File: config.mk
export PLATFORM = sky130hd
export DESIGN_NAME = switch_press_classifier_top_flat
export DESIGN_NICKNAME = d
export VERILOG_FILES = /design/src/hw/rtl/spc_pkg.sv /design/src/hw/rtl/spc_if.sv /design/src/hw/rtl/switch_press_classifier_top.sv /design/src/hw/rtl/spc_switch_fsm.sv /design/src/hw/rtl/spc_out_buf.sv /design/src/flat_wrapper.sv
export SDC_FILE = /design/constraint.sdc
export NUM_CORES = 1
export LEC_CHECK = 0
export BUFFER_PORTS_ARGS = -buffer_cell sky130_fd_sc_hd__buf_4
export CORE_ASPECT_RATIO = 0.6
export CORE_UTILIZATION = 55
export CTS_CLUSTER_SIZE = 8
export DETAILED_ROUTE_END_ITERATION = 10
export PLACE_DENSITY = 0.86
export SLEW_MARGIN = 25
export SYNTH_ARGS = -nofsm -noshare
export SYNTH_HDL_FRONTEND = slang
export SYNTH_SLANG_ARGS = --single-unit
export TNS_END_PERCENT = 5
File: constraint.sdc
create_clock -name clock -period 3.85 [get_ports clock]
set_input_delay 0.5775 -clock clock [delete_from_list [all_inputs] [get_ports clock]]
set_output_delay 0.5775 -clock clock [all_outputs]
set_load 0.02 [all_outputs]
File: src/hw/rtl/spc_pkg.sv
`timescale 1ns / 1ps

package spc_pkg;

   localparam int NUM_SW             = 3;
   localparam int THRESH_W           = 16;
   localparam int DEFAULT_COUNT_BITS = 16;
   localparam int CSR_INDEX_W        = 2;

   // register indexes on the csr port
   localparam logic [CSR_INDEX_W-1:0] CSR_DEBOUNCE = 2'd0;
   localparam logic [CSR_INDEX_W-1:0] CSR_QUICK    = 2'd1;
   localparam logic [CSR_INDEX_W-1:0] CSR_LONG     = 2'd2;
   localparam logic [CSR_INDEX_W-1:0] CSR_HELD     = 2'd3;

   localparam logic [THRESH_W-1:0] DEBOUNCE_RESET = 16'd5;
   localparam logic [THRESH_W-1:0] QUICK_RESET    = 16'd50;
   localparam logic [THRESH_W-1:0] LONG_RESET     = 16'd100;
   localparam logic [THRESH_W-1:0] HELD_RESET     = 16'd20;

   typedef enum logic [2:0] {
      EV_NONE    = 3'd0,
      EV_QUICK   = 3'd1,
      EV_LONG    = 3'd2,
      EV_HELD    = 3'd3,
      EV_RELEASE = 3'd4
   } event_type;

   typedef struct packed {
      logic [THRESH_W-1:0] debounce_ticks;
      logic [THRESH_W-1:0] quick_ticks;
      logic [THRESH_W-1:0] long_ticks;
      logic [THRESH_W-1:0] held_ticks;
   } spc_cfg_type;

   typedef struct packed {
      logic [2:0]        up_event;
      logic [2:0]        enter_event;
      logic [2:0]        down_event;
      logic [NUM_SW-1:0] cycle_done;
   } spc_rsp_type;

endpackage

File: src/hw/rtl/spc_if.sv
`timescale 1ns / 1ps

interface spc_req_if import spc_pkg::*; ();
   logic              valid;
   logic              ready;
   logic [NUM_SW-1:0] edge_seen;
   logic [NUM_SW-1:0] level_pressed;

   modport source (output valid, output edge_seen, output level_pressed, input ready);
   modport sink   (input valid, input edge_seen, input level_pressed, output ready);
endinterface

interface spc_rsp_if import spc_pkg::*; ();
   logic              valid;
   logic              ready;
   logic [2:0]        up_event;
   logic [2:0]        enter_event;
   logic [2:0]        down_event;
   logic [NUM_SW-1:0] cycle_done;

   modport source (output valid, output up_event, output enter_event, output down_event,
                   output cycle_done, input ready);
   modport sink   (input valid, input up_event, input enter_event, input down_event,
                   input cycle_done, output ready);
endinterface

File: src/hw/rtl/switch_press_classifier_top.sv
`timescale 1ns / 1ps

// switch press classifier: each request is one poll tick carrying press-edge flags and
// pressed levels for the up, enter and down switches (bits 0, 1, 2). every request gives
// exactly one response with a per-switch event (0 none, 1 quick, 2 long, 3 held,
// 4 release) and a cycle_done bit per switch. a response shows on rsp the cycle after
// its request unless rsp is stalled; a new request can be taken every cycle while
// req.ready is high. the response side has a two-entry buffer, so req.ready drops only
// when two responses wait. thresholds are in ticks and are written through the csr port
// (index 0 debounce, 1 quick, 2 long, 3 held); the user must write them only while the
// block is idle, not enforced by the block. the tick counters saturate at 2^COUNT_BITS-1.
module switch_press_classifier_top import spc_pkg::*; #(
   parameter int COUNT_BITS = DEFAULT_COUNT_BITS
) (
   input  logic                   clock,
   input  logic                   reset,
   spc_req_if.sink                req,
   spc_rsp_if.source              rsp,
   input  logic                   csr_write_en,
   input  logic [CSR_INDEX_W-1:0] csr_index,
   input  logic [THRESH_W-1:0]    csr_wdata
);

   spc_cfg_type     cfg_ff;
   logic            accept;
   logic            can_push;
   event_type       sw_event [NUM_SW];
   logic [NUM_SW-1:0] sw_done;
   spc_rsp_type     result;

   // threshold registers
   always_ff @(posedge clock) begin
      if (reset) begin
         cfg_ff.debounce_ticks <= DEBOUNCE_RESET;
         cfg_ff.quick_ticks    <= QUICK_RESET;
         cfg_ff.long_ticks     <= LONG_RESET;
         cfg_ff.held_ticks     <= HELD_RESET;
      end else if (csr_write_en) begin
         case (csr_index)
            CSR_DEBOUNCE: cfg_ff.debounce_ticks <= csr_wdata;
            CSR_QUICK:    cfg_ff.quick_ticks    <= csr_wdata;
            CSR_LONG:     cfg_ff.long_ticks     <= csr_wdata;
            CSR_HELD:     cfg_ff.held_ticks     <= csr_wdata;
            default:      ;
         endcase
      end
   end

   // a request advances all three switch machines together
   assign req.ready = can_push;
   assign accept    = req.valid && can_push;

   for (genvar s = 0; s < NUM_SW; s++) begin : g_sw
      spc_switch_fsm #(
         .COUNT_BITS (COUNT_BITS)
      ) u_fsm (
         .clock    (clock),
         .reset    (reset),
         .advance  (accept),
         .edge_bit (req.edge_seen[s]),
         .pressed  (req.level_pressed[s]),
         .cfg      (cfg_ff),
         .ev       (sw_event[s]),
         .done     (sw_done[s])
      );
   end

   // pack the per-switch results into one response
   always_comb begin
      result.up_event    = sw_event[0];
      result.enter_event = sw_event[1];
      result.down_event  = sw_event[2];
      result.cycle_done  = sw_done;
   end

   // response register with skid entry
   spc_out_buf u_out (
      .clock     (clock),
      .reset     (reset),
      .push      (accept),
      .push_data (result),
      .can_push  (can_push),
      .rsp       (rsp)
   );

endmodule

File: src/hw/rtl/spc_switch_fsm.sv
`timescale 1ns / 1ps

module spc_switch_fsm import spc_pkg::*; #(
   parameter int COUNT_BITS = DEFAULT_COUNT_BITS
) (
   input  logic        clock,
   input  logic        reset,
   input  logic        advance,
   input  logic        edge_bit,
   input  logic        pressed,
   input  spc_cfg_type cfg,
   output event_type   ev,
   output logic        done
);

   localparam int CMP_W = (COUNT_BITS > THRESH_W) ? COUNT_BITS : THRESH_W;

   typedef enum logic [2:0] {
      PH_IDLE        = 3'd0,
      PH_DEB_PRESS   = 3'd1,
      PH_QUICK       = 3'd2,
      PH_LONG        = 3'd3,
      PH_HELD        = 3'd4,
      PH_DEB_RELEASE = 3'd5
   } phase_type;

   phase_type             phase_ff, phase_in;
   logic [COUNT_BITS-1:0] count_ff, count_in;
   logic                  pending_ff, pending_in;

   logic [COUNT_BITS-1:0] bumped;
   logic [CMP_W-1:0]      bumped_x, deb_x, quick_x, long_x, held_x;
   logic                  pend;

   // saturating increment
   assign bumped   = (&count_ff) ? count_ff : count_ff + 1'b1;
   assign bumped_x = CMP_W'(bumped);
   assign deb_x    = CMP_W'(cfg.debounce_ticks);
   assign quick_x  = CMP_W'(cfg.quick_ticks);
   assign long_x   = CMP_W'(cfg.long_ticks);
   assign held_x   = CMP_W'(cfg.held_ticks);
   assign pend     = pending_ff | edge_bit;

   always_comb begin
      phase_in   = phase_ff;
      count_in   = count_ff;
      pending_in = pend;
      ev         = EV_NONE;
      done       = 1'b0;
      case (phase_ff)
         PH_DEB_PRESS: begin
            count_in = bumped;
            if (bumped_x > deb_x) begin
               count_in = '0;
               phase_in = PH_QUICK;
            end
         end
         PH_QUICK: begin
            count_in = bumped;
            if (!pressed) begin
               ev       = EV_QUICK;
               count_in = '0;
               phase_in = PH_DEB_RELEASE;
            end else if (bumped_x >= quick_x) begin
               count_in = '0;
               phase_in = PH_LONG;
            end
         end
         PH_LONG: begin
            count_in = bumped;
            if (!pressed) begin
               ev       = EV_QUICK;
               count_in = '0;
               phase_in = PH_DEB_RELEASE;
            end else if (bumped_x >= long_x) begin
               ev       = EV_LONG;
               count_in = '0;
               phase_in = PH_HELD;
            end
         end
         PH_HELD: begin
            count_in = bumped;
            if (!pressed) begin
               count_in = '0;
               phase_in = PH_DEB_RELEASE;
            end else if (bumped_x >= held_x) begin
               ev       = EV_HELD;
               count_in = '0;
            end
         end
         PH_DEB_RELEASE: begin
            count_in = bumped;
            if (bumped_x > deb_x) begin
               ev         = EV_RELEASE;
               count_in   = '0;
               phase_in   = PH_IDLE;
               done       = 1'b1;
               pending_in = 1'b0;
            end
         end
         default: begin
            phase_in = PH_IDLE;
            if (pend) begin
               count_in = '0;
               phase_in = PH_DEB_PRESS;
            end
         end
      endcase
   end

   always_ff @(posedge clock) begin
      if (reset) begin
         phase_ff   <= PH_IDLE;
         count_ff   <= '0;
         pending_ff <= 1'b0;
      end else if (advance) begin
         phase_ff   <= phase_in;
         count_ff   <= count_in;
         pending_ff <= pending_in;
      end
   end

   a_done_clears: assert property (@(posedge clock) disable iff (reset)
      advance && done |=> !pending_ff && phase_ff == PH_IDLE && count_ff == '0)
      else $error("finished cycle left pending or phase set");

   a_hold_when_idle: assert property (@(posedge clock) disable iff (reset)
      !advance |=> $stable(phase_ff) && $stable(count_ff) && $stable(pending_ff))
      else $error("switch state moved without a request");

   a_pending_in_cycle: assert property (@(posedge clock) disable iff (reset)
      phase_ff != PH_IDLE |-> pending_ff)
      else $error("press cycle running with pending clear");

endmodule

File: src/hw/rtl/spc_out_buf.sv
`timescale 1ns / 1ps

module spc_out_buf import spc_pkg::*; (
   input  logic        clock,
   input  logic        reset,
   input  logic        push,
   input  spc_rsp_type push_data,
   output logic        can_push,
   spc_rsp_if.source   rsp
);

   logic        out_valid_ff, out_valid_in;
   spc_rsp_type out_ff, out_in;
   logic        skid_valid_ff, skid_valid_in;
   spc_rsp_type skid_ff, skid_in;
   logic        out_free;

   assign can_push = !skid_valid_ff;
   assign out_free = !out_valid_ff || rsp.ready;

   always_comb begin
      out_valid_in  = out_valid_ff;
      out_in        = out_ff;
      skid_valid_in = skid_valid_ff;
      skid_in       = skid_ff;
      if (out_free) begin
         if (skid_valid_ff) begin
            out_valid_in  = 1'b1;
            out_in        = skid_ff;
            skid_valid_in = 1'b0;
         end else begin
            out_valid_in = push;
            out_in       = push_data;
         end
      end else if (push) begin
         skid_valid_in = 1'b1;
         skid_in       = push_data;
      end
   end

   always_ff @(posedge clock) begin
      if (reset) begin
         out_valid_ff  <= 1'b0;
         skid_valid_ff <= 1'b0;
      end else begin
         out_valid_ff  <= out_valid_in;
         skid_valid_ff <= skid_valid_in;
      end
      out_ff  <= out_in;
      skid_ff <= skid_in;
   end

   assign rsp.valid       = out_valid_ff;
   assign rsp.up_event    = out_ff.up_event;
   assign rsp.enter_event = out_ff.enter_event;
   assign rsp.down_event  = out_ff.down_event;
   assign rsp.cycle_done  = out_ff.cycle_done;

   a_skid_behind_out: assert property (@(posedge clock) disable iff (reset)
      skid_valid_ff |-> out_valid_ff)
      else $error("skid entry held with empty output register");

   a_skid_moves_up: assert property (@(posedge clock) disable iff (reset)
      skid_valid_ff && rsp.ready |=> out_valid_ff && out_ff == $past(skid_ff))
      else $error("skid entry lost or reordered");

   a_no_push_when_full: assert property (@(posedge clock) disable iff (reset)
      skid_valid_ff |-> !push)
      else $error("result pushed into a full buffer");

endmodule
File: src/flat_wrapper.sv
// flat-port wrapper written by rule: the top's interface ports become plain ports
module switch_press_classifier_top_flat import spc_pkg::*;
#(
   parameter int COUNT_BITS = DEFAULT_COUNT_BITS
)
  (clock, reset, csr_write_en, csr_index, csr_wdata, req_valid, req_edge_seen, req_level_pressed, req_ready, rsp_valid, rsp_up_event, rsp_enter_event, rsp_down_event, rsp_cycle_done, rsp_ready);
  spc_req_if req_i ();
  spc_rsp_if rsp_i ();
  input  logic clock;
  input  logic reset;
  input  logic csr_write_en;
  input  logic [CSR_INDEX_W-1:0] csr_index;
  input  logic [THRESH_W-1:0] csr_wdata;
  input wire logic [$bits(req_i.valid)-1:0] req_valid;
  input wire logic [$bits(req_i.edge_seen)-1:0] req_edge_seen;
  input wire logic [$bits(req_i.level_pressed)-1:0] req_level_pressed;
  output wire logic [$bits(req_i.ready)-1:0] req_ready;
  output wire logic [$bits(rsp_i.valid)-1:0] rsp_valid;
  output wire logic [$bits(rsp_i.up_event)-1:0] rsp_up_event;
  output wire logic [$bits(rsp_i.enter_event)-1:0] rsp_enter_event;
  output wire logic [$bits(rsp_i.down_event)-1:0] rsp_down_event;
  output wire logic [$bits(rsp_i.cycle_done)-1:0] rsp_cycle_done;
  input wire logic [$bits(rsp_i.ready)-1:0] rsp_ready;
  assign req_i.valid = req_valid;
  assign req_i.edge_seen = req_edge_seen;
  assign req_i.level_pressed = req_level_pressed;
  assign req_ready = req_i.ready;
  assign rsp_valid = rsp_i.valid;
  assign rsp_up_event = rsp_i.up_event;
  assign rsp_enter_event = rsp_i.enter_event;
  assign rsp_down_event = rsp_i.down_event;
  assign rsp_cycle_done = rsp_i.cycle_done;
  assign rsp_i.ready = rsp_ready;
  switch_press_classifier_top #(.COUNT_BITS(COUNT_BITS)) u_core (.clock(clock), .reset(reset), .req(req_i), .rsp(rsp_i), .csr_write_en(csr_write_en), .csr_index(csr_index), .csr_wdata(csr_wdata));
endmodule
# == Word-level counts from Yosys, hierarchy flattened ==
# Index checks and enable logic that the tools add are counted.
# totals
register_bits,150
elab_cells,193
in_bits,29
out_inout_bits,14
# op_classes
addsub,3
mux,92
bitwise_logic,4
n_reduce_logical,26
n_lt_le_gt_ge,12
eq_ne,33
# op_table
cell,n
16-bit 2-to-1 mux,27
16-bit case mux with 4 select lines,3
16-bit >= comparator,9
3-bit 2-to-1 mux,24
16-bit by 1-bit adder with 16-bit output (second input constant),3
16-bit greater-than comparator,3
16-bit AND reduction,3
3-bit case mux with 5 select lines,3
3-bit case mux with 4 select lines,3
2-bit 2-to-1 mux,12
1-bit 2-to-1 mux,19
3-bit by 2-bit == test with 1-bit output (second input constant),6
3-bit == test (second input constant),6
2-bit != test (second input constant),9
3-bit != test (second input constant),6
6-bit AND reduction,3
2-bit AND reduction,8
5-bit nonzero test,3
12-bit 2-to-1 mux,1
3-bit by 1-bit == test with 1-bit output (second input constant),3
2-bit OR reduction,4
2-bit == test (second input constant),2
1-bit OR,3
2-bit by 1-bit == test with 1-bit output (second input constant),1
5 further kinds,6

# == Longest topological paths before layout ==
# depth
ltp_word,7
mapped_depth,19

# == By module ==
# A second synthesis with hierarchy kept.
# unflattened
cells_unflattened,1440
hier_area_um2,12221.7
# by_module_without_submodules
module,cells_each,n_inst,area_each_um2,seq_area_each_um2
spc_switch_fsm (u_core.g_sw[0].u_fsm),374,1,2937.8,400.4
spc_switch_fsm (u_core.g_sw[1].u_fsm),415,1,2931.6,400.4
spc_switch_fsm (u_core.g_sw[2].u_fsm),368,1,2840.2,400.4
switch_press_classifier_top,237,1,2573.7,1281.2
spc_out_buf,46,1,938.4,760.7

# == Least setup slack after synthesis ==
# OpenSTA, ideal clock, no wires.
# synth_timing
path_type,reg-to-reg
startpoint,register u_core.g_sw[2].u_fsm.count_ff[4]
endpoint,register u_core.g_sw[2].u_fsm.count_ff[12]
path_buffers,4
stages_incl_launch_ff,19
setup_ns,0.117
setup_slack_ns,-0.128
synth_period_minus_slack_ns,3.978
required_time_ns,3.733
arrival_time_ns,3.861
cell_sequence,dfxtp_1 > buf_2 > nand4_1 > nor3_2 > nand3_2 > nand2b_1 > buf_2 > nor3_1 > or2_2 > ha_1 > nand4_1 > a2111o_1 > a31oi_2 > o22ai_1 > and3_4 > buf_6 > or2_1 > buf_6 > a22o_1
# synth_via
elab_chain_len,6
word_cells_on_any_way,15
cone_classes,1 x add/sub; 4 x order compare; 9 x mux; 1 x reduce/logical
# synth_rtl
item,line,rtl
start: declaration,spc_switch_fsm.sv:28,"logic [COUNT_BITS-1:0] count_ff, count_in;"
start signal: assignment,spc_switch_fsm.sv:118,count_ff <= count_in;
16-bit by 1-bit adder with 16-bit output / 16-bit AND reduction (equally long branches),spc_switch_fsm.sv:36,assign bumped = (&count_ff) ? count_ff : count_ff + 1'b1;
16-bit 2-to-1 mux (*),spc_switch_fsm.sv:36,
16-bit >= comparator (on tied branches),"spc_switch_fsm.sv:86, spc_switch_fsm.sv:64, spc_switch_fsm.sv:75",
16-bit 2-to-1 mux (on tied branches),"spc_switch_fsm.sv:86, spc_switch_fsm.sv:64, spc_switch_fsm.sv:75",
16-bit 2-to-1 mux (on tied branches),"spc_switch_fsm.sv:83, spc_switch_fsm.sv:60, spc_switch_fsm.sv:71",
16-bit case mux with 4 select lines (*),spc_switch_fsm.sv:50,case (phase_ff)
# Every way passes the cells marked *; elsewhere a longest branch is shown, timed or not.
# A chain may end at the register's enable or synchronous reset.

# == Final worst setup path ==
# layout_timing
startpoint,register u_core.g_sw[2].u_fsm.count_ff[13]
endpoint,register u_core.g_sw[2].u_fsm.count_ff[12]
# The elaborated chain is that of the path after synthesis.

==> results.toml <==
[min_path]
min_from = "csr_wdata[4]"
min-delay-path-class = "input pin to register"

[detailed_routing]
vias_per_cell = 6.34
drt_pass1_iterations = 8
vias = 11042
drc = 0
postRouteAntennaNets = 0
dr.first_iter.drc_count = 1264
wl_per_cell_um = 22.2
wirelength_mm = 38.6

[clock_network]
htreeDepth = 4
cts_root_buffer = "clkbuf_16"
numCtsBuffers = 17
cts_tree = "done"
clk_pin_slew_ns = 0.07
clk_latency_ns = 0.45
cts.sinks = 144
clock_path_buffers = 2
cts_hold_buf = 0

[floorplanning]
ioPinCount = 43
die_x_um = 184
die_area_mm2 = 0.0205
initial_utilization = 0.568
coreArea_mm2 = 0.0193
fp.dieH_um = 111
num_rows = 39

[worst_setup_path]
cp_common_cell = "buf_4"
crit_chain = "and3_1, nand3_4, nand2b_4, buf_4, o21a_1, or2_2, ha_1, nand2_1, nor3_1, nand4_1, o211ai_1, o22ai_1, and3_4, or2_1, buf_4, a22o_1"
cp.arrival_ns = 4.15
cp_slowest_cell = "dfxtp_1"
crit_path_max_fanout = 7
path_class = "register to register"
start_kind = "register"
end_kind = "register"
cp_num_buf_inv = 2
crit_family = "simple AND/OR/NAND/NOR gates"
required_ns = 4.18
max_stage_delay_ns = 0.39
r2r_start = "u_core.g_sw[2].u_fsm.count_ff[13]"
startpoint = "u_core.g_sw[2].u_fsm.count_ff[13]"

[sta]
period_share = 0.993
fin_ws_ns = 0.0254
fin_crit_ns = 3.82
fin_skew_ns = 0.0120
relSlewSlack = 0.442
worst_pin_slew_ns = 0.830
hold_viol = 0
setup_viol = 0
timing.fmax_mhz = 261
rsz0062_at_grt = "yes"
finalMaxSlewViolations = 0

[final_layout]
drive_above_1_share = 0.189
nNetsFinal = 1685
area_growth_pct = 19.8
stdcell_count = 1741
final_util = 0.681

[global_routing]
antenna_found_initial = 0
grt_pass1_vias = 10248
track_usage = 0.375
grt-ovfl-total = 0
grt_first_pass_wirelength_mm = 57.5
grt_max_degree = 45

[run_status]
status = "complete, no violations"

[logic_synthesis]
synth_cell_types = 76
yosysSeqAreaShare = 0.280
syn_avg_cell_area_um2 = 8.20
synth-seq-cells = 144
synthArstFlopShare = 0
synth_flop_cell = "dfxtp_1"
syn-cell-area_mm2 = 0.0110
synth_cells = 1335
synth_edf_count = 18
synth_top_area_frac = 0.230
yosysTopAreaCell = "dfxtp_1"
synth_nets = 1559
synth_area_leaders = "dfxtp_1 (23%), ha_1 (22%), nand2_1 (8.1%)"
yosysMostFrequentCell = "nand2_1"
synth_common_cells = "nand2_1 (235), ha_1 (195), a21oi_1 (141), dfxtp_1 (126), inv_1 (73)"
yosysWarnings = 0

[pwr]
ir_worst_vdd_uv = 317
power_mw = 3.77
power.leakage_nw = 5.97
power_density_mw_per_mm2 = 287

[placed_design]
preCtsSetupSlack_ns = 0.00592
dp_hpwl_mm = 28.5
gp_congestion = 1.03
place_inst = 1704
port_buffers = 42

[job]
cap_violations = 0
[area by class of cell]
type | instances | area (um^2)
Fill cell | 1541 | 6150
Inverter | 76 | 285
Clock buffer | 19 | 453
Tap cell | 266 | 333
Timing Repair Buffer | 152 | 1150
Multi-Input combinational cell | 1070 | 7690
Antenna cell | 1 | 2.50
Sequential cell | 144 | 3070
Clock inverter | 13 | 139
[power by group]
part / internal (mW) / total [mW] / switching (mW)
Clock: 0.949 / 1.71 / 0.760
Sequential: 1.56 / 1.59 / 0.0296
Combinational: 0.164 / 0.474 / 0.310
[routing by layer]
| metal | up-vias | GRT usage | wire length (um) |
|---|---|---|---|
| met2 | 655 | 0.527 | 15700 |
| met3 | 119 | 0.145 | 5240 |
| met4 | 0 | 0.162 | 1540 |
| met5 | - | 0 | 0 |
| li1 | 5109 | - | - |
| met1 | 5159 | 0.505 | 16100 |
[worst min-delay path, cell delays in order]
cell	delay, ns
buf_4	0.10
nand2_1	0.05
o211ai_1	0.07
[per-stage QoR]
stage | setup TNS (ns) | hold WS (ns) | instance area [um^2]
after floorplan | -0.0326 | 0.436 | 11000
after global placement | 0 | 0.441 | 12200
after detailed placement | 0 | 0.448 | 12200
after CTS | -0.0344 | 0.385 | 12800
after global routing | -0.575 | 0.390 | 13100
final | 0 | 0.389 | 13100
[cell usage in the layout, fill, tap and decap left out, drive strengths merged, types with 23 or more instances in the layout]
| cell type | n |
|---|---|
| a21oi | 142 |
| buf | 152 |
| ha | 195 |
| nor2 | 48 |
| a22o | 23 |
| nor3 | 27 |
| o21ai | 43 |
| inv | 85 |
| dfxtp | 126 |
| nand3 | 41 |
| nand4 | 36 |
| nand2 | 235 |
[state kept, by name (all words and copies together) (netlist names)]
register                      flops
u_core.cfg_ff                    64
u_core.g_sw.u_fsm.count_ff       48
u_core.g_sw.u_fsm.phase_ff        9
u_core.u_out.skid_ff              9
u_core.g_sw.u_fsm.pending_ff      3
u_core.u_out.rsp.down_event       3
u_core.u_out.rsp.cycle_done       2
u_core.u_out.rsp.enter_event      2
u_core.u_out.rsp.up_event         2
u_core.u_out.rsp.valid            1
u_core.u_out.skid_valid_ff        1
[cell families after synthesis]
kind of cell	share of synthesized area
mux	0.0151
fa+ha+maj	0.223
simple gates	0.218
xor+xnor	0.0216
compound gates	0.197
flops	0.280
buf+inv	0.0460
[path summary, 6_finish.rpt]
| check | to | cells after the start | slack [ns] |
|---|---|---|---|
| setup / recovery | u_core.g_sw[2].u_fsm.count_ff[12] | 16 | 0.03 |
| hold / removal | u_core.cfg_ff[4] | 3 | 0.39 |
| hold reg to reg | u_core.cfg_ff[11] | 2 | 0.46 |
| setup reg to reg | u_core.g_sw[2].u_fsm.count_ff[12] | 16 | 0.03 |
[repair_timing]
action,CTS,global route
setup buffers,0,3
endpoints found under the setup margin,7,64
resized for setup,3,62
gates cloned,0,1
pin swaps,0,16
No activity file was read; power rests on OpenSTA's default activity.
